## config.mk

```make
export PLATFORM = sky130hd
export DESIGN_NAME = fxa_front
export DESIGN_NICKNAME = d
export VERILOG_FILES = /design/src/sv/fxa_pkg.sv /design/src/sv/fxa_front.sv
export SDC_FILE = /design/constraint.sdc
export NUM_CORES = 2
export LEC_CHECK = 0
export BUFFER_PORTS_ARGS = -buffer_cell sky130_fd_sc_hd__buf_4
export CORE_MARGIN = 5
export CORE_UTILIZATION = 25
export DETAILED_ROUTE_END_ITERATION = 8
export HOLD_SLACK_MARGIN = 0.15
export PLACE_DENSITY_LB_ADDON = 0.12
export SLEW_MARGIN = 30
export SYNTH_ARGS = -nofsm -noshare
export SYNTH_HDL_FRONTEND = slang
export SYNTH_SLANG_ARGS = --single-unit
```

## constraint.sdc

```tcl
create_clock -name i_clk -period 14.9 [get_ports i_clk]
set_input_delay 2.98 -clock i_clk [delete_from_list [all_inputs] [get_ports i_clk]]
set_output_delay 2.98 -clock i_clk [all_outputs]
set_load 0.005 [all_outputs]
```

## src/sv/fxa_pkg.sv

```systemverilog
// shared types and constants for the fixed-point alu
// no dependencies
package fxa_pkg;

    localparam int FRAC_BITS = 8;
    localparam int DATA_W    = 32;
    localparam int NUM_W     = DATA_W + FRAC_BITS;  // width of the scaled dividend

    typedef enum logic [3:0] {
        OP_ADD      = 4'd0,
        OP_SUB      = 4'd1,
        OP_MUL      = 4'd2,
        OP_DIV      = 4'd3,
        OP_GT       = 4'd4,
        OP_LT       = 4'd5,
        OP_GE       = 4'd6,
        OP_LE       = 4'd7,
        OP_EQ       = 4'd8,
        OP_NE       = 4'd9,
        OP_MIN      = 4'd10,
        OP_MAX      = 4'd11,
        OP_INC      = 4'd12,
        OP_DEC      = 4'd13,
        OP_FROM_INT = 4'd14,
        OP_TO_INT   = 4'd15
    } t_op;

    typedef struct packed {
        logic              valid;
        logic              is_div;
        logic [DATA_W-1:0] res;
        logic              cmp;
        logic              dz;
        logic              neg;
        logic [DATA_W-1:0] rem;
        logic [NUM_W-1:0]  dvd;
        logic [NUM_W-1:0]  quo;
        logic [DATA_W-1:0] dsr;
    } t_item;

endpackage

```

## src/sv/fxa_front.sv

```systemverilog
// operand decode stage: simple results, full product, divider setup
// depends on fxa_pkg
module fxa_front (
    input  logic                                i_clk,
    input  logic                                i_rst_n,
    input  logic                                i_en,
    input  logic                                i_valid,
    input  logic [3:0]                          i_opcode,
    input  logic signed [fxa_pkg::DATA_W-1:0]   i_operand_a,
    input  logic signed [fxa_pkg::DATA_W-1:0]   i_operand_b,
    output fxa_pkg::t_item                      o_item,
    output logic                                o_is_mul,
    output logic signed [2*fxa_pkg::DATA_W-1:0] o_prod
);

    fxa_pkg::t_item                      r_item, n_item;
    logic                                r_is_mul;
    logic signed [2*fxa_pkg::DATA_W-1:0] r_prod;
    logic [fxa_pkg::DATA_W-1:0]          abs_a, abs_b;
    fxa_pkg::t_op                        op;

    assign op    = fxa_pkg::t_op'(i_opcode);
    assign abs_a = i_operand_a[fxa_pkg::DATA_W-1] ? -i_operand_a : i_operand_a;
    assign abs_b = i_operand_b[fxa_pkg::DATA_W-1] ? -i_operand_b : i_operand_b;

    always_comb begin
        n_item        = '0;
        n_item.valid  = i_valid;
        n_item.is_div = (op == fxa_pkg::OP_DIV);
        n_item.neg    = i_operand_a[fxa_pkg::DATA_W-1] ^ i_operand_b[fxa_pkg::DATA_W-1];
        n_item.dvd    = {abs_a, {fxa_pkg::FRAC_BITS{1'b0}}};
        n_item.dsr    = abs_b;
        case (op)
            fxa_pkg::OP_ADD:      n_item.res = i_operand_a + i_operand_b;
            fxa_pkg::OP_SUB:      n_item.res = i_operand_a - i_operand_b;
            fxa_pkg::OP_DIV:      n_item.dz  = (i_operand_b == '0);
            fxa_pkg::OP_GT:       n_item.cmp = i_operand_a >  i_operand_b;
            fxa_pkg::OP_LT:       n_item.cmp = i_operand_a <  i_operand_b;
            fxa_pkg::OP_GE:       n_item.cmp = i_operand_a >= i_operand_b;
            fxa_pkg::OP_LE:       n_item.cmp = i_operand_a <= i_operand_b;
            fxa_pkg::OP_EQ:       n_item.cmp = i_operand_a == i_operand_b;
            fxa_pkg::OP_NE:       n_item.cmp = i_operand_a != i_operand_b;
            fxa_pkg::OP_MIN:      n_item.res = (i_operand_a < i_operand_b) ? i_operand_a
                                                                           : i_operand_b;
            fxa_pkg::OP_MAX:      n_item.res = (i_operand_a > i_operand_b) ? i_operand_a
                                                                           : i_operand_b;
            fxa_pkg::OP_INC:      n_item.res = i_operand_a + 1'b1;
            fxa_pkg::OP_DEC:      n_item.res = i_operand_a - 1'b1;
            fxa_pkg::OP_FROM_INT: n_item.res = i_operand_a << fxa_pkg::FRAC_BITS;
            fxa_pkg::OP_TO_INT:   n_item.res = i_operand_a >>> fxa_pkg::FRAC_BITS;
            default:              n_item.res = '0;
        endcase
    end

    always_ff @(posedge i_clk) begin
        if (!i_rst_n) begin
            r_item.valid <= 1'b0;
        end else if (i_en) begin
            r_item   <= n_item;
            r_is_mul <= (op == fxa_pkg::OP_MUL);
            r_prod   <= i_operand_a * i_operand_b;
        end
    end

    assign o_item   = r_item;
    assign o_is_mul = r_is_mul;
    assign o_prod   = r_prod;

endmodule

```

# [Word-level counts from Yosys, hierarchy flattened]
# Index checks and enable logic that the tools add are counted.
[word_totals] ff_bits=166 input_bits=72 out_inout_bits=246 wordCells=50
[classes] addsub=6 mul=1 magnitude_cmp=4 n_eq_ne=17 n_mux=6 bitwise_logic=1 reduce_logical=3
[ops] cell="$pmux W32 S8" count=1
[ops] cell="$mul A32 B32 Y64" count=1
[ops] cell="$mux W32" count=2
[ops] cell="$neg A32 Y32" count=2
[ops] cell="$mux W31" count=2
[ops] cell="$add A32 B1 Y32 const B" count=1
[ops] cell="$add A32 B32 Y32" count=1
[ops] cell="$eq A32 B32 Y1" count=1
[ops] cell="$eq A4 B4 Y1 const B" count=8
[ops] cell="$ge A32 B32 Y1" count=1
[ops] cell="$gt A32 B32 Y1" count=1
[ops] cell="$le A32 B32 Y1" count=1
[ops] cell="$logic_not A32 Y1" count=1
[ops] cell="$lt A32 B32 Y1" count=1
[ops] cell="$ne A32 B32 Y1" count=1
[ops] cell="$sub A32 B1 Y32 const B" count=1
[ops] cell="$sub A32 B32 Y32" count=1
[ops] cell="$eq A4 B3 Y1 const B" count=4
[ops] cell="$eq A4 B2 Y1 const B" count=2
[ops] cell="$pmux W1 S6" count=1
[ops] cell="$eq A4 B1 Y1 const B" count=1
[ops] cell="$logic_not A4 Y1" count=1
[ops] cell="$reduce_and A2 Y1" count=1
[ops] cell="$xor A1 B1 Y1" count=1

# [Longest topological paths before layout]
[logic_depth] depth_word=3 depth_mapped=33 mapped_depth_nobuf=29

# [Worst setup path after synthesis]
# Ideal clock, no wire load.
[synth_path] path_kind="input port to flip-flop" start="input i_operand_a[31] (netlist bit)" end="register r_prod, in the netlist o_prod[58] (data pin)" setup_time_ns=0.267 t_arrival_ns=11.067 t_required_ns=14.633 slack_ns=3.566 stages=30 n_path_buf=3 cell_sequence="clkbuf_1 -> clkbuf_1 -> clkbuf_1 -> nand2_1 -> inv_1 -> fa_1 -> inv_1 -> fa_1 -> fa_1 -> inv_1 -> fa_1 -> inv_1 -> fa_1 -> inv_1 -> fa_1 -> inv_1 -> fa_1 -> inv_1 -> fa_1 -> ha_1 -> a21o_1 -> a21o_1 -> a21o_1 -> a21o_1 -> a21o_1 -> a21o_1 -> a21o_1 -> a31o_2 -> a2111oi_0 -> nor2_1"
[synth_via] elab_chain_len=1
[synth_rtl] item="from (decl)" line_no="fxa_front.sv:9" text="input logic signed [fxa_pkg::DATA_W-1:0] i_operand_a,"
[synth_rtl] item="$mul A32 B32 Y64" line_no="fxa_front.sv:61" text="r_prod <= i_operand_a * i_operand_b;"
[synth_rtl] item="to (signal assigned)" line_no="fxa_front.sv:61"
[synth_rtl] item="to (decl)" line_no="fxa_front.sv:18" text="logic signed [2*fxa_pkg::DATA_W-1:0] r_prod;"
# No other way between the ends.
# A chain may end at the register's enable or synchronous reset.

# [Worst setup path in the final report]
[layout_path] start="input i_operand_b[1] (netlist bit)" end="register r_prod, in the netlist o_prod[58] (data pin)"
[layout_via] elab_chain_len=1
[layout_rtl] item="from (decl)" line_no="fxa_front.sv:10" text="input logic signed [fxa_pkg::DATA_W-1:0] i_operand_b,"
[layout_rtl] item="$mul A32 B32 Y64" line_no="fxa_front.sv:61"
# No other way between the ends.

==> reports/results.txt <==
Setup CP Type = primary input to flop
Mapped cell area = 49,090 sq um
Reg-to-Reg Start = o_item[180]
Worst Setup SP = i_operand_b[1]
Clock Skews = 0 ns
PortBufs = 237
Die ar. = 205,300 sq um
Synth Flop Type = edfxtp_1
Worst-path clk slew = 0.09 ns
Final hold vios = 0
Post-CTS Repair Setup Buffers = 0
DRC = 0
Min-delay src = o_item[180]
Startpoint types = primary input
Die width = 453.1 um
Drt pass-1 iters = 6
Area share of the largest cell type after synthesis = 0.4425
Crit-path max FO = 35
I/O pin cnt = 318
CP arrival = 12.32 ns
Distinct cells, synth = 86
CTS tree = done
Share of cells above drive strength 1 = 0.06697
Crit. End Element = flop
Maxcap violations = 0
Hold endpoint = o_item[180]
Yosys Warn Count = 0
Clock H-tree levels = 4
Die extent in y = 453.1 um
Final Cycle Share = 0.8041
Largest net degree at the start of global routing = 52
Vias in the first global route = 39,870
Worst hold-check path type = flop to flop
Via count = 36,250
Status = finished clean
Synth top cells by count = inv_1, fa_1, nand2_1, and2_1, clkbuf_1
Fmax = 0.08346 GHz
Most area-consuming cells after synthesis = fa_1, edfxtp_1, inv_1
Post-Syn Area per Cell = 9.336 sq um
Starting Density = 0.2515
Most frequent cell after synthesis = inv_1
Post-synth EDFFs = 165
Yosys top cell by area = fa_1
Clock tree root buffer cell = clkbuf_16
Routed wire length = 192,200 um
Routability cong. = 0.8538
Global route overflow = 0
Worst R2R End = o_item[180]
Area growth from synthesis to layout = 9.495%
Routed Antenna Nets = 0
Hold depth = 2
Avg WL per Cell = 24.34 um
Antenna violations before repair = 5
Syn Inst Count = 5,258
Reg2Reg Setup Slack = 14.32 ns
PostCTS Resize Cnt = 0
Crit path required time = 15.24 ns
Row cnt = 162
First-pass GRT wire length = 286,300 um
Rel. slew slack = 0.3005
Via density per instance = 4.589
Final TNS setup = 0 ns
Layout net count = 6,695
Clock Tree Buf Depth = 2
Core box area = 195,200 sq um
FF+latch count, synth = 166
Worst reg2reg path depth = 2
CTS Hold Bufs = 0
Min Tclk post-route = 11.98 ns
Clock Latency Late Sink = 0.57 ns
Detailed placer's ending HPWL = 151,300 um
Async set-reset flop share out of synthesis = 0
Final count of negative-setup-slack endpoints = 0
DRT iter0 DRCs = 2,492
Gr usage total = 0.1901
Sequential area share after synthesis = 0.1013
Clock sink count = 166
Unrepaired setup endpoints after global routing = no
Max Slew Vio Count = 0
Num CTS Buffers = 17
Worst Max-Slew Pin Slew = 1.041 ns
-- logic make-up after synthesis --
logic type,after synthesis,synth area share
simple gates,1415,0.1415
mux,19,0.003925
fa+ha+maj,1365,0.5139
flops,166,0.1013
buf+inv,1489,0.1203
xor+xnor,181,0.03230
other cells,1,0.00007639
compound gates,622,0.08666
-- state kept, by name (all words and copies together), names as in the netlist --
| signal | count |
|---|---|
| o_item | 101 |
| o_prod | 64 |
| o_is_mul | 1 |
-- layout make-up --
class / count / area [sq um]
sequential: 166 / 4975
fill: 20920 / 141400
antenna: 4 / 10.01
inverter: 1100 / 4129
clock inverter: 15 / 203.9
timing repair buffer: 291 / 2185
multi-input combinational: 3682 / 38540
clock buffer: 17 / 425.4
tap: 2624 / 3283
-- worst max path at each step --
stage            endpoint  slack [ns]  cells after the start
6_report       o_prod[58]        2.92                     26
3_5_place_dp   o_prod[58]        2.19                     26
5_1_grt        o_prod[58]        2.59                     26
3_3_place_gp   o_prod[58]        2.16                     26
4_1_cts        o_prod[58]        2.87                     26
2_1_floorplan  o_prod[58]        3.57                     30
-- per-stage QoR --
step	hold WS (ns)	instance area (sq um)	util	cells	worst slack, ns
final	0.5218	53750	0.2754	7899	2.919
after global routing	0.5786	53750	0.2753	7898	2.589
after CTS	0.5283	53740	0.2753	7895	2.866
after detailed placement	0.5133	53110	0.2721	7863	2.195
after global placement	0.5090	53110	0.2721	7863	2.163
after floorplan	0.5073	49380	-	5337	3.566
-- metal layers --
| layer | part of all wire | vias up | global-route usage |
|---|---|---|---|
| met3 | 0.032 | 149 | 0.01929 |
| met1 | 0.45 | 19350 | 0.2594 |
| li1 | - | 15950 | - |
| met4 | 0.027 | 0 | 0.04932 |
| met5 | 0 | - | 0 |
| met2 | 0.49 | 792 | 0.3224 |
-- placed cells by master (no fill, tap or decap), types with 37 or more instances in the layout --
cell type  synthesis  layout
inv_1           1098    1098
fa_1            1085    1085
nand2_1          567     567
and2_1           440     439
buf_4             80     291
ha_1             280     280
nor2_1           180     179
edfxtp_1         165     165
xnor2_1          144     144
a21oi_1          141     141
o21ai_0          107     106
conb_1             1      80
a21o_1            69      69
nand3_1           44      44
xor2_1            37      37
-- worst max-delay path, stage by stage --
cell and delay [ns]:
buf_4 0.49, inv_1 0.50, nor2_1 0.38, ha_1 0.37, inv_1 0.17, fa_1 0.45, fa_1 0.49, fa_1 0.54
inv_1 0.06, fa_1 0.52, fa_1 0.51, fa_1 0.52, inv_1 0.05, fa_1 0.47, inv_1 0.04, ha_1 0.52
nand2_1 0.15, nand2_1 0.11, or3b_2 0.45, o22a_1 0.24, o21ai_1 0.72, o21ai_1 0.30, a41o_1 0.42, a31o_2 0.32
a2111oi_0 0.41, nor2_1 0.09
Power is not shown: default switching activity piles up to over one toggle a cycle in this logic, so the estimate is an artifact.
