`config.mk`:
```
export PLATFORM = sky130hd
export DESIGN_NAME = fxa_div_cell
export DESIGN_NICKNAME = d
export VERILOG_FILES = /design/src/sv/fxa_pkg.sv /design/src/sv/fxa_div_cell.sv
export SDC_FILE = /design/constraint.sdc
export NUM_CORES = 1
export LEC_CHECK = 0
export BUFFER_PORTS_ARGS = -buffer_cell sky130_fd_sc_hd__buf_2
export CORE_UTILIZATION = 40
export DETAILED_ROUTE_END_ITERATION = 10
export PLACE_DENSITY = 0.73
export SYNTH_ARGS = -nofsm -noshare
export SYNTH_HDL_FRONTEND = slang
export SYNTH_SLANG_ARGS = --single-unit
```
`constraint.sdc`:
```
create_clock -name i_clk -period 5.1 [get_ports i_clk]
set_clock_uncertainty 0.2 [all_clocks]
set_input_delay 0 -clock i_clk [delete_from_list [all_inputs] [get_ports i_clk]]
set_output_delay 0 -clock i_clk [all_outputs]
set_load 0.02 [all_outputs]
```
`src/sv/fxa_pkg.sv`:
```
// shared types and constants for the fixed-point alu
// no dependencies
package fxa_pkg;

    localparam int FRAC_BITS = 8;
    localparam int DATA_W    = 32;
    localparam int NUM_W     = DATA_W + FRAC_BITS;  // width of the scaled dividend

    typedef enum logic [3:0] {
        OP_ADD      = 4'd0,
        OP_SUB      = 4'd1,
        OP_MUL      = 4'd2,
        OP_DIV      = 4'd3,
        OP_GT       = 4'd4,
        OP_LT       = 4'd5,
        OP_GE       = 4'd6,
        OP_LE       = 4'd7,
        OP_EQ       = 4'd8,
        OP_NE       = 4'd9,
        OP_MIN      = 4'd10,
        OP_MAX      = 4'd11,
        OP_INC      = 4'd12,
        OP_DEC      = 4'd13,
        OP_FROM_INT = 4'd14,
        OP_TO_INT   = 4'd15
    } t_op;

    typedef struct packed {
        logic              valid;
        logic              is_div;
        logic [DATA_W-1:0] res;
        logic              cmp;
        logic              dz;
        logic              neg;
        logic [DATA_W-1:0] rem;
        logic [NUM_W-1:0]  dvd;
        logic [NUM_W-1:0]  quo;
        logic [DATA_W-1:0] dsr;
    } t_item;

endpackage

```
`src/sv/fxa_div_cell.sv`:
```
// one restoring-division cell: one quotient bit per cell, word passed on each cycle while i_en is high
// depends on fxa_pkg
module fxa_div_cell (
    input  logic           i_clk,
    input  logic           i_rst_n,
    input  logic           i_en,
    input  fxa_pkg::t_item i_item,
    output fxa_pkg::t_item o_item
);

    fxa_pkg::t_item             r_item, n_item;
    logic [fxa_pkg::DATA_W:0]   rem_sh, diff;

    assign rem_sh = {i_item.rem, i_item.dvd[fxa_pkg::NUM_W-1]};
    assign diff   = rem_sh - {1'b0, i_item.dsr};

    always_comb begin
        n_item     = i_item;
        n_item.dvd = {i_item.dvd[fxa_pkg::NUM_W-2:0], 1'b0};
        // remainder stays below the divisor, so it fits the low bits
        n_item.rem = diff[fxa_pkg::DATA_W] ? rem_sh[fxa_pkg::DATA_W-1:0]
                                           : diff[fxa_pkg::DATA_W-1:0];
        n_item.quo = {i_item.quo[fxa_pkg::NUM_W-2:0], ~diff[fxa_pkg::DATA_W]};
    end

    always_ff @(posedge i_clk) begin
        if (!i_rst_n) begin
            r_item.valid <= 1'b0;
        end else if (i_en) begin
            r_item <= n_item;
        end
    end

    assign o_item = r_item;

endmodule

```
# Yosys cells after proc, flatten, opt, wreduce, memory -nomap -nowiden
# Index checks and enable logic that the tools add are counted.
[word_totals] reg_bits=180 latch_bits=0 mem_bits_rw=0 mem_bits_ro=0 input_bits=184 output_inout_bits=181 mem_count=0
[classes] addsub=1 n_mul=0 div_mod_pow=0 n_lt_le_gt_ge=0 eq_ne=0 shifts=0 muxes=1 bitwise=1 reduce_logical=1
[op_table] cell="$sub 33x32->33" n=1
[op_table] cell="$mux 32" n=1
[op_table] cell="$reduce_and 2->1" n=1
[op_table] cell="$not 1->1" n=1

# Longest topological paths before layout
# Gate-level depths: netlist of run 1.
[logic_depth] depth_word=2 ltp_mapped=12 depth_no_buf=11

# Worst setup path before layout of run 1
# No wires, ideal clock.
[synth_timing] path_kind="input to register" from="input port i_en" to="register r_item (netlist bit o_item[0]), enable pin" setup_ps=560 arrival_time_ps=4070 t_required_ps=4340 path_slack_ps=270 stages=1 n_path_buf=0 path_cell_list="and2_1"
[synth_via] elab_chain_cells=1
[synth_rtl] element="start: declaration" line_no="fxa_div_cell.sv:6" rtl="input logic i_en,"
[synth_rtl] element="$reduce_and 2->1 (no source line)"
[synth_rtl] element="end signal: assignment" line_no="fxa_div_cell.sv:30" rtl="r_item <= n_item;"
[synth_rtl] element="end: declaration" line_no="fxa_div_cell.sv:11" rtl="fxa_pkg::t_item r_item, n_item;"
# No other way between the ends.
# A chain may end at the register's enable or synchronous reset.

==> key figures, run 1 <==
Outcome
  – Result of the run: finished clean

Yosys
  – Adder-Cell Fraction of Synth Area: 5.31%
  – Dominant combinational cell family by area after synthesis: compound AO/OA/AOI/OAI gates
  – Top_reg_cell synth: sky130_fd_sc_hd__edfxtp_1
  – Multiplexer share of the synthesized area: 5.93%
  – Synthesized cell area: 7920 sq um
  – Xor/xnor share of the synthesized area: 2.54%
  – Post-Syn Area per Cell: 15.0 sq um
  – Synth Area in Simple Gates: 6.62%
  – Number of enable-type register cells in the synthesized netlist: 179
  – Sequential cell area fraction in the yosys report: 68.2%
  – Async set-or-reset flop fraction in the synthesized netlist: 0%
  – Flip-flop and latch count after synthesis: 180
  – Warning count from the yosys run: 0
  – Yosys cell types: 52
  – Post-synthesis net count: 746
  – Share of the synthesized area in compound gates (AO/OA/AOI/OAI): 8.65%
  – Cells after synthesis: 529

Setup path
  – Startpoint type of the worst setup path: primary input
  – Cell family with the largest share of critical-path delay: buffers and inverters
  – Worst path cell trace: dlygate4sd3_1, buf_2, inv_1, ha_1, fa_1, nand2b_1, a21oi_1, o211ai_1, a21oi_1, o31a_2, mux2i_1, nor2_4, buf_4, mux2_4
  – Classification of the worst setup path: in -> reg
  – Reg2Reg Depth: 3
  – Cell at the slowest stage of the critical path: sky130_fd_sc_hd__dlygate4sd3_1
  – Most used cell, CP: sky130_fd_sc_hd__a21oi_1
  – Slack of the worst reg-to-reg path: 3.68 ns
  – Setup crit end kind: flip-flop
  – Critical path arrival: 3.84 ns
  – Crit Path Max Fanout: 20
  – Launch instance of the worst register-to-register path: o_item[180]
  – RR Endpoint: o_item[180]
  – Number of buffer and inverter stages on the critical path: 4
  – Biggest cell delay along the critical path: 0.52 ns
  – CP Data Required Time: 5.08 ns

Die
  – Core box area: 19500 sq um
  – Horizontal extent of the die: 143 um
  – Die Outline Area: 20400 sq um
  – Initial core utilization: 40.7%
  – Site row count: 51
  – Die Y: 143 um
  – I/O pin count: 365

Detailed routing
  – Total via count after detailed routing: 6603
  – DRC violations left: 0
  – Final routed wire length divided by cell count: 18.9 um
  – Ratio of routed vias to standard cells: 4.86
  – Drt first-iter violations: 394
  – Total iterations of the first detailed-routing run: 5
  – Post-Route WL: 25600 um
  – Residual antenna-violating net count after detailed routing: 0

Global routing
  – Wire length of the first global-routing pass: 36200 um
  – Total routing usage reported by global routing: 24.4%
  – Largest net degree at the start of global routing: 116
  – Antenna violations before repair: 2
  – Via count of the first global-routing pass: 6466
  – Total overflow reported by the global router: 0

STA
  – Final Max Slew Viols: 0
  – Final worst path period share: 75.7%
  – RSZ-0062 raised after global routing: no
  – Worst-case headroom to the max-slew limit: 41.1%
  – Count of final setup violators: 0
  – F_max: 259 MHz
  – Final critical delay including setup and external delays: 3.86 ns
  – Measured slew at the worst slew-check pin: 0.884 ns
  – Final total negative setup slack: 0 ns
  – Number of hold violations in the final report: 0

Placed design
  – Final HPWL from detailed placement: 17400 um
  – GP Congestion: 0.820
  – Cell area after placement: 10000 sq um
  – Quantity of I/O buffers inserted on ports: 362
  – Number of placed instances with taps included: 1146

Clock network
  – Postcts setup bufs: 0
  – CTS Buf Count: 17
  – Number of buffers between clock root and the deepest sink: 2
  – CTS tree: done
  – Number of sinks driven by the clock tree: 180
  – Clock edge transition at the registers on the reported setup and hold paths: 0.08 ns
  – H-tree levels: 4
  – Root buffer cell: sky130_fd_sc_hd__clkbuf_16
  – Clock insertion delay at the later pin of the skew report: 0.43 ns

Min path
  – Hold path endpoint: o_item[32]
  – Hold depth: 4
  – Hold path startpoint: i_item[143]
  – HP Class: in -> reg

Layout
  – Highest-count cells in the layout ignoring fill and taps: 362 x sky130_fd_sc_hd__buf_2, 180 x sky130_fd_sc_hd__dlygate4sd3_1, 179 x sky130_fd_sc_hd__edfxtp_1
  – Post-Layout Cell Count: 1359
  – Most common cell after layout, fill and taps aside: sky130_fd_sc_hd__buf_2
  – Final net count: 1297
  – Area of all placed cells without fillers: 12400 sq um
  – Relative area change from synthesis to final layout: 57.2%
  – Max reg flops: 180
  – Ratio of cells with drive above 1 in the final layout: 39.5%

Power and ir drop
  – Worst IR drop on VDD: 242 uV
  – Power density over the cells: 322 nW/um^2
  – Leakage power of the design: 5.47 nW
  – Power after layout: 4.00 mW

Job
  – Max cap viols: 0
[cell type report]
type | instances | area, sq um
Antenna cell | 1 | 2.50
Clock buffer | 17 | 425
Clock inverter | 15 | 198
Fill cell | 1423 | 7020
Inverter | 38 | 143
Multi-Input combinational cell | 299 | 2310
Sequential cell | 180 | 5400
Tap cell | 265 | 332
Timing Repair Buffer | 544 | 3640
[layer usage]
| layer | vias to the layer above | global-route usage (%) | part of all wire [%] |
|---|---|---|---|
| li1 | 3099 | - | - |
| met1 | 3185 | 29.0 | 40 |
| met2 | 269 | 43.0 | 50 |
| met3 | 48 | 5.63 | 6.4 |
| met4 | 2 | 9.11 | 3.4 |
| met5 | - | 0 | 0.047 |
[tightest hold or removal path, stage by stage]
cell and delay (ns):
sky130_fd_sc_hd__buf_2 0.11, sky130_fd_sc_hd__a21oi_1 0.06, sky130_fd_sc_hd__o21ai_0 0.14, sky130_fd_sc_hd__nor2_4 0.14
[timing repair]
| item | 4_1_cts | 5_1_grt |
|---|---|---|
| gates resized for setup | 0 | 0 |
| endpoints found under the hold margin | 179 | 0 |
| hold buffers | 180 | 0 |
[through the flow]
step           util [%]  worst slack (ns)  hold WS [ns]
5_1_grt            64.0              1.04        0.0569
6_report           64.0              1.24        0.0324
2_1_floorplan         -             0.270        -0.101
3_5_place_dp       51.5              1.30       -0.0219
3_3_place_gp       51.5              1.36       -0.0230
4_1_cts            63.9              1.21        0.0157
[where the power goes]
part           internal [mW]  switching [mW]
combinational          0.391           0.468
sequential              1.76          0.0278
clock                  0.676           0.681
[cell usage after synthesis (8+ instances only)]
library cell                 n  area (sq um)
sky130_fd_sc_hd__mux2_4     25           375
sky130_fd_sc_hd__nor2_1     18          67.6
sky130_fd_sc_hd__nand3_1    10          50.1
sky130_fd_sc_hd__edfxtp_1  179          5380
sky130_fd_sc_hd__a21oi_1    38           190
sky130_fd_sc_hd__ha_1       32           400
sky130_fd_sc_hd__a21o_1     18           135
sky130_fd_sc_hd__inv_1      38           143
sky130_fd_sc_hd__nand2_1    27           101
sky130_fd_sc_hd__o21ai_0    17          85.1
sky130_fd_sc_hd__xnor2_1    13           114
sky130_fd_sc_hd__xor2_1     10          87.6
sky130_fd_sc_hd__nand2b_1    8          50.1
[worst max path at each step]
stage | start | to | slack [ns] | depth (start not counted)
CTS | i_item[0] | o_item[121] | 1.21 | 13
finish | i_item[111] | o_item[130] | 1.24 | 14
global route | i_item[111] | o_item[135] | 1.04 | 14
floorplan | i_en | o_item[0] | 0.27 | 1
global placement | i_item[0] | o_item[135] | 1.36 | 12
detailed placement | i_item[0] | o_item[135] | 1.30 | 12
[cell families after synthesis]
kind of cell,Yosys count
buffers and inverters,50
adders and majority gates,33
muxes,34
AOI/OAI and AO/OA,107
xor gates and xnor gates,23
DFF,180
and+or+nand+nor,101
other,1
(Power assumes the default switching activity.)
==> run 2, diff against run 1 <==
==> constraint.sdc (replaced) <==
create_clock -name i_clk -period 3.4 [get_ports i_clk]
set_clock_uncertainty 0.2 [all_clocks]
set_input_delay 0 -clock i_clk [delete_from_list [all_inputs] [get_ports i_clk]]
set_output_delay 0 -clock i_clk [all_outputs]
set_load 0.02 [all_outputs]
==> key figures, run 2 (synthesized netlist as in run 1, its figures left out) <==
Setup path
  – Slack of the worst reg-to-reg path: 2.03 ns
  – Startpoint type of the worst setup path: primary input
  – Critical Path Source: i_item[0]
  – CP Data Required Time: 3.37 ns
  – Crit Path Max Fanout: 15
  – Classification of the worst setup path: in -> reg
  – Number of buffer and inverter stages on the critical path: 3
  – Cell family with the largest share of critical-path delay: buffers and inverters
  – Setup crit end kind: flip-flop
  – Reg2Reg Depth: 3
  – Worst path cell trace: dlygate4sd3_1, buf_2, ha_1, fa_1, nand2b_1, a21oi_2, o211ai_1, a21oi_1, o31a_2, mux2i_1, nor2_4, buf_4, mux2_4
  – Launch instance of the worst register-to-register path: o_item[180]
  – Critical path arrival: 3.17 ns
  – Cell at the slowest stage of the critical path: sky130_fd_sc_hd__dlygate4sd3_1
  – Biggest cell delay along the critical path: 0.54 ns
  – RR Endpoint: o_item[180]

Layout
  – Most common cell after layout, fill and taps aside: sky130_fd_sc_hd__buf_2
  – Final net count: 1300
  – Max reg flops: 180
  – Number of fill cells: 1408
  – Post-Layout Cell Count: 1363
  – Ratio of cells with drive above 1 in the final layout: 39.7%
  – Relative area change from synthesis to final layout: 57.1%
  – Highest-count cells in the layout ignoring fill and taps: 362 x sky130_fd_sc_hd__buf_2, 180 x sky130_fd_sc_hd__dlygate4sd3_1, 179 x sky130_fd_sc_hd__edfxtp_1

Clock network
  – Clock insertion delay at the later pin of the skew report: 0.42 ns
  – CTS tree: done
  – H-tree levels: 4
  – Number of sinks driven by the clock tree: 180
  – Clock edge transition at the registers on the reported setup and hold paths: 0.07 ns
  – Number of buffers between clock root and the deepest sink: 2
  – Root buffer cell: sky130_fd_sc_hd__clkbuf_16
  – CTS Buf Count: 17

Power and ir drop
  – Power density over the cells: 475 nW/um^2
  – Power after layout: 5.90 mW
  – Comb pwr share: 21.9%
  – Cell internal power dissipation: 4.21 mW
  – Worst IR drop on VDD: 349 uV
  – Register share of total power: 45.5%
  – Leakage power of the design: 5.46 nW
  – Sw Ratio: 28.7%
  – Proportion of power drawn by the clock network: 32.6%
  – Net switching power: 1.69 mW

Global routing
  – Via count of the first global-routing pass: 6502
  – Largest net degree at the start of global routing: 77
  – Total overflow reported by the global router: 0
  – Wire length of the first global-routing pass: 36100 um
  – Total routing usage reported by global routing: 24.0%
  – Antenna violations before repair: 3

STA
  – Count of final setup violators: 0
  – RSZ-0062 raised after global routing: no
  – Final Max Slew Viols: 0
  – Final total negative setup slack: 0 ns
  – Worst-case headroom to the max-slew limit: 54.5%
  – F_max: 312 MHz
  – Number of hold violations in the final report: 0
  – Final worst path period share: 94.2%
  – Worst hold margin: 0.0542 ns
  – Final critical delay including setup and external delays: 3.20 ns
  – Measured slew at the worst slew-check pin: 0.682 ns

Detailed routing
  – Final routed wire length divided by cell count: 18.4 um
  – DRC violations left: 0
  – Post-Route WL: 25100 um
  – Total iterations of the first detailed-routing run: 7
  – Ratio of routed vias to standard cells: 4.84
  – Residual antenna-violating net count after detailed routing: 0
  – Total via count after detailed routing: 6602
  – Drt first-iter violations: 287

Min path
  – Hold path endpoint: o_item[64]
  – Hold depth: 2
  – Hold path startpoint: i_en
  – HP Class: in -> reg

Outcome
  – Result of the run: finished clean

Die
  – Initial core utilization: 40.7%
  – Die Y: 143 um
  – Horizontal extent of the die: 143 um
  – Site row count: 51
  – I/O pin count: 365
  – Die Outline Area: 20400 sq um
  – Core box area: 19500 sq um

Job
  – Max cap viols: 0

Placed design
  – Quantity of I/O buffers inserted on ports: 362
  – GP Congestion: 0.889
  – Final HPWL from detailed placement: 17200 um
  – Number of placed instances with taps included: 1149
## run 2: changes by cell type in the layout (fill, tap and decap cells not counted), moves of 2 or more
cell / previous run / this run
sky130_fd_sc_hd__clkinvlp_4: 1 / 3
sky130_fd_sc_hd__inv_6: 2 / 4
sky130_fd_sc_hd__clkinv_8: 6 / 2
sky130_fd_sc_hd__inv_12: 2 / 0
## run 2: area by class of cell
type / instances / area, sq um / share of cell area, %
Antenna cell: 2 / 5.00 / 0.0402
Sequential cell: 180 / 5400 / 43.4
Inverter: 38 / 143 / 1.15
Multi-Input combinational cell: 299 / 2310 / 18.6
Tap cell: 265 / 332 / 2.67
Timing Repair Buffer: 547 / 3680 / 29.6
Clock inverter: 14 / 141 / 1.14
Clock buffer: 18 / 429 / 3.45
## run 2: worst max-delay path by stage
stage / slack (ns) / cells after the start / endpoint
after global routing: 0.01 / 13 / o_item[129]
after CTS: 0.12 / 13 / o_item[115]
final: 0.20 / 13 / o_item[131]
after detailed placement: 0.22 / 12 / o_item[115]
after global placement: 0.27 / 12 / o_item[115]
after floorplan: 0.55 / 1 / o_item[0]
## run 2: metrics by stage
step           cell area [sq um]  utilization (%)  setup slack [ns]
2_1_floorplan               7920                -             0.545
3_3_place_gp               10100             51.7             0.269
3_5_place_dp               10100             51.7             0.218
4_1_cts                    12400             63.9             0.125
5_1_grt                    12400             63.9            0.0112
6_report                   12400             63.9             0.198
## run 2: worst register-to-register path, cell delays in order, from the launching register on
cell	delay [ns]
sky130_fd_sc_hd__dfxtp_1	0.32
sky130_fd_sc_hd__mux2i_1	0.14
sky130_fd_sc_hd__nor2b_1	0.06
sky130_fd_sc_hd__dlygate4sd3_1	0.55
## run 2: timing repair
action,4_1_cts,5_1_grt
hold buffers,180,0
setup endpoints to repair,0,28
gates resized for setup,0,2
endpoints found under the hold margin,179,0
buffers inserted,0,0
## run 2: power groups by stage
stage	combinational (mW)	clock, mW	sequential [mW]
after floorplan	0.499	0	2.95
after global placement	1.09	0	2.72
after detailed placement	1.11	0	2.73
after CTS	1.28	1.94	2.68
after global routing	1.39	2.02	2.70
final	1.30	1.92	2.68
## run 2: layer usage
| metal | global-route usage, % | vias to the layer above | wire [um] |
|---|---|---|---|
| li1 | - | 3110 | - |
| met1 | 28.8 | 3166 | 10200 |
| met2 | 41.7 | 273 | 12600 |
| met3 | 4.73 | 51 | 1460 |
| met4 | 10.8 | 2 | 917 |
| met5 | 0 | - | 13 |
==> run 3, diff against run 2 <==
--- a/config.mk
+++ b/config.mk
@@ -6,6 +6,7 @@
 export NUM_CORES = 1
 export LEC_CHECK = 0
 export BUFFER_PORTS_ARGS = -buffer_cell sky130_fd_sc_hd__buf_2
+export CORE_MARGIN = 3
 export CORE_UTILIZATION = 40
 export DETAILED_ROUTE_END_ITERATION = 10
 export PLACE_DENSITY = 0.73
==> key figures, run 3 (synthesized netlist as in run 1, its figures left out) <==
STA
  – Final worst path period share: 94.3%
  – Count of final setup violators: 0
  – Final critical delay including setup and external delays: 3.21 ns
  – F_max: 312 MHz
  – Worst hold margin: 0.0855 ns
  – Final total negative setup slack: 0 ns
  – Final Max Slew Viols: 0
  – Measured slew at the worst slew-check pin: 0.699 ns
  – Number of hold violations in the final report: 0
  – Worst-case headroom to the max-slew limit: 53.4%
  – RSZ-0062 raised after global routing: no

Clock network
  – H-tree levels: 4
  – CTS Buf Count: 17
  – Number of sinks driven by the clock tree: 180
  – CTS tree: done
  – Root buffer cell: sky130_fd_sc_hd__clkbuf_16
  – Clock insertion delay at the later pin of the skew report: 0.42 ns
  – Number of buffers between clock root and the deepest sink: 2
  – Clock edge transition at the registers on the reported setup and hold paths: 0.08 ns

Setup path
  – Startpoint type of the worst setup path: primary input
  – Launch instance of the worst register-to-register path: o_item[180]
  – Reg2Reg Depth: 3
  – CP Data Required Time: 3.37 ns
  – Crit Path Max Fanout: 4
  – Slack of the worst reg-to-reg path: 2.06 ns
  – RR Endpoint: o_item[180]
  – Classification of the worst setup path: in -> reg
  – Critical path arrival: 3.18 ns
  – Setup crit end kind: flip-flop

Min path
  – HP Class: in -> reg
  – Hold depth: 2
  – Hold path endpoint: o_item[67]
  – Hold path startpoint: i_item[66]

Layout
  – Final net count: 1304
  – Highest-count cells in the layout ignoring fill and taps: 362 x sky130_fd_sc_hd__buf_2, 180 x sky130_fd_sc_hd__dlygate4sd3_1, 179 x sky130_fd_sc_hd__edfxtp_1
  – Most common cell after layout, fill and taps aside: sky130_fd_sc_hd__buf_2
  – Ratio of cells with drive above 1 in the final layout: 40.0%
  – Max reg flops: 180
  – Relative area change from synthesis to final layout: 57.8%

Detailed routing
  – Top routing layer in use: met5
  – Residual antenna-violating net count after detailed routing: 0
  – Drt first-iter violations: 413
  – Total via count after detailed routing: 6623
  – DRC violations left: 0
  – Met3 Routed Length: 1940 um
  – M1 WL: 9920 um
  – Post-Route WL: 26900 um
  – Total iterations of the first detailed-routing run: 5
  – Wire length on met2: 13700 um
  – Ratio of routed vias to standard cells: 4.86
  – Final routed wire length divided by cell count: 19.7 um

Global routing
  – Via count of the first global-routing pass: 6855
  – Total overflow reported by the global router: 0
  – Largest net degree at the start of global routing: 90
  – Wire length of the first global-routing pass: 40100 um
  – Total routing usage reported by global routing: 24.4%
  – Antenna violations before repair: 3

Power and ir drop
  – Power density over the cells: 476 nW/um^2
  – Register share of total power: 45.1%
  – Comb pwr share: 22.3%
  – Worst IR drop on VDD: 328 uV
  – Cell internal power dissipation: 4.23 mW
  – Sw Ratio: 28.8%
  – Net switching power: 1.71 mW
  – Leakage power of the design: 5.50 nW
  – Power after layout: 5.95 mW
  – Proportion of power drawn by the clock network: 32.5%

Placed design
  – Quantity of I/O buffers inserted on ports: 362
  – Final HPWL from detailed placement: 18000 um
  – GP Congestion: 0.880

Outcome
  – Result of the run: finished clean

Die
  – Site row count: 50
  – Die Y: 147 um
  – Initial core utilization: 41.5%
  – I/O pin count: 365
  – Horizontal extent of the die: 147 um
  – Die Outline Area: 21500 sq um
  – Core box area: 19100 sq um

Job
  – Max cap viols: 0
run 3: cell count changes in the layout (fill, tap and decap cells not counted), sizes merged:
cell / change
inv: -1
diode: +1
clkinvlp: -2
buf: +4
clkbuf: -1
clkinv: +3
run 3: per-stage QoR:
stage	instance area (sq um)	std cells	worst slack [ns]	util, %
floorplan	7920	529	0.545	-
global placement	10100	1146	0.231	52.8
detailed placement	10100	1146	0.195	52.8
CTS	12500	1357	0.104	65.3
global route	12500	1361	0.0435	65.5
finish	12500	1362	0.192	65.5
run 3: how the worst max path moves through the flow:
stage	startpoint	endpoint
floorplan	i_rst_n	o_item[0]
global placement	i_item[0]	o_item[118]
detailed placement	i_item[111]	o_item[134]
CTS	i_item[0]	o_item[134]
global route	i_item[111]	o_item[138]
finish	i_item[111]	o_item[138]
run 3: layer usage:
layer  track usage (%)  vias to the layer above
met2              42.3                      302
met1              26.9                     3127
li1                  -                     3119
met4              12.7                        2
met3              7.60                       73
met5                 0                        -
run 3: repair_timing:
item / CTS / global route
resized for setup: 0 / 2
endpoints found under the hold margin: 179 / 0
hold buffers: 180 / 0
buffers inserted: 0 / 2
setup endpoints to repair: 0 / 25
run 3: power groups by stage:
stage / combinational, mW / sequential (mW) / clock (mW)
6_report: 1.33 / 2.68 / 1.94
5_1_grt: 1.42 / 2.70 / 2.07
4_1_cts: 1.31 / 2.68 / 1.97
3_5_place_dp: 1.13 / 2.73 / 0
3_3_place_gp: 1.11 / 2.72 / 0
2_1_floorplan: 0.499 / 2.95 / 0
run 3: final cells by class:
cell class	instances	area, sq um
Sequential cell	180	5400
Clock inverter	14	161
Inverter	38	143
Multi-Input combinational cell	299	2320
Timing Repair Buffer	551	3720
Clock buffer	17	425
Fill cell	1314	6590
Antenna cell	3	7.51
Tap cell	260	325
run 3: critical path: stages:
cell and delay, ns:
sky130_fd_sc_hd__dlygate4sd3_1 0.55, sky130_fd_sc_hd__buf_2 0.12, sky130_fd_sc_hd__inv_1 0.07, sky130_fd_sc_hd__ha_1 0.18
sky130_fd_sc_hd__fa_1 0.23, sky130_fd_sc_hd__nand2b_1 0.16, sky130_fd_sc_hd__a21oi_2 0.08, sky130_fd_sc_hd__o211ai_1 0.26
sky130_fd_sc_hd__a21oi_1 0.10, sky130_fd_sc_hd__buf_4 0.16, sky130_fd_sc_hd__a41o_1 0.31, sky130_fd_sc_hd__a2111oi_0 0.53
sky130_fd_sc_hd__nor4_1 0.13, sky130_fd_sc_hd__mux2_4 0.27
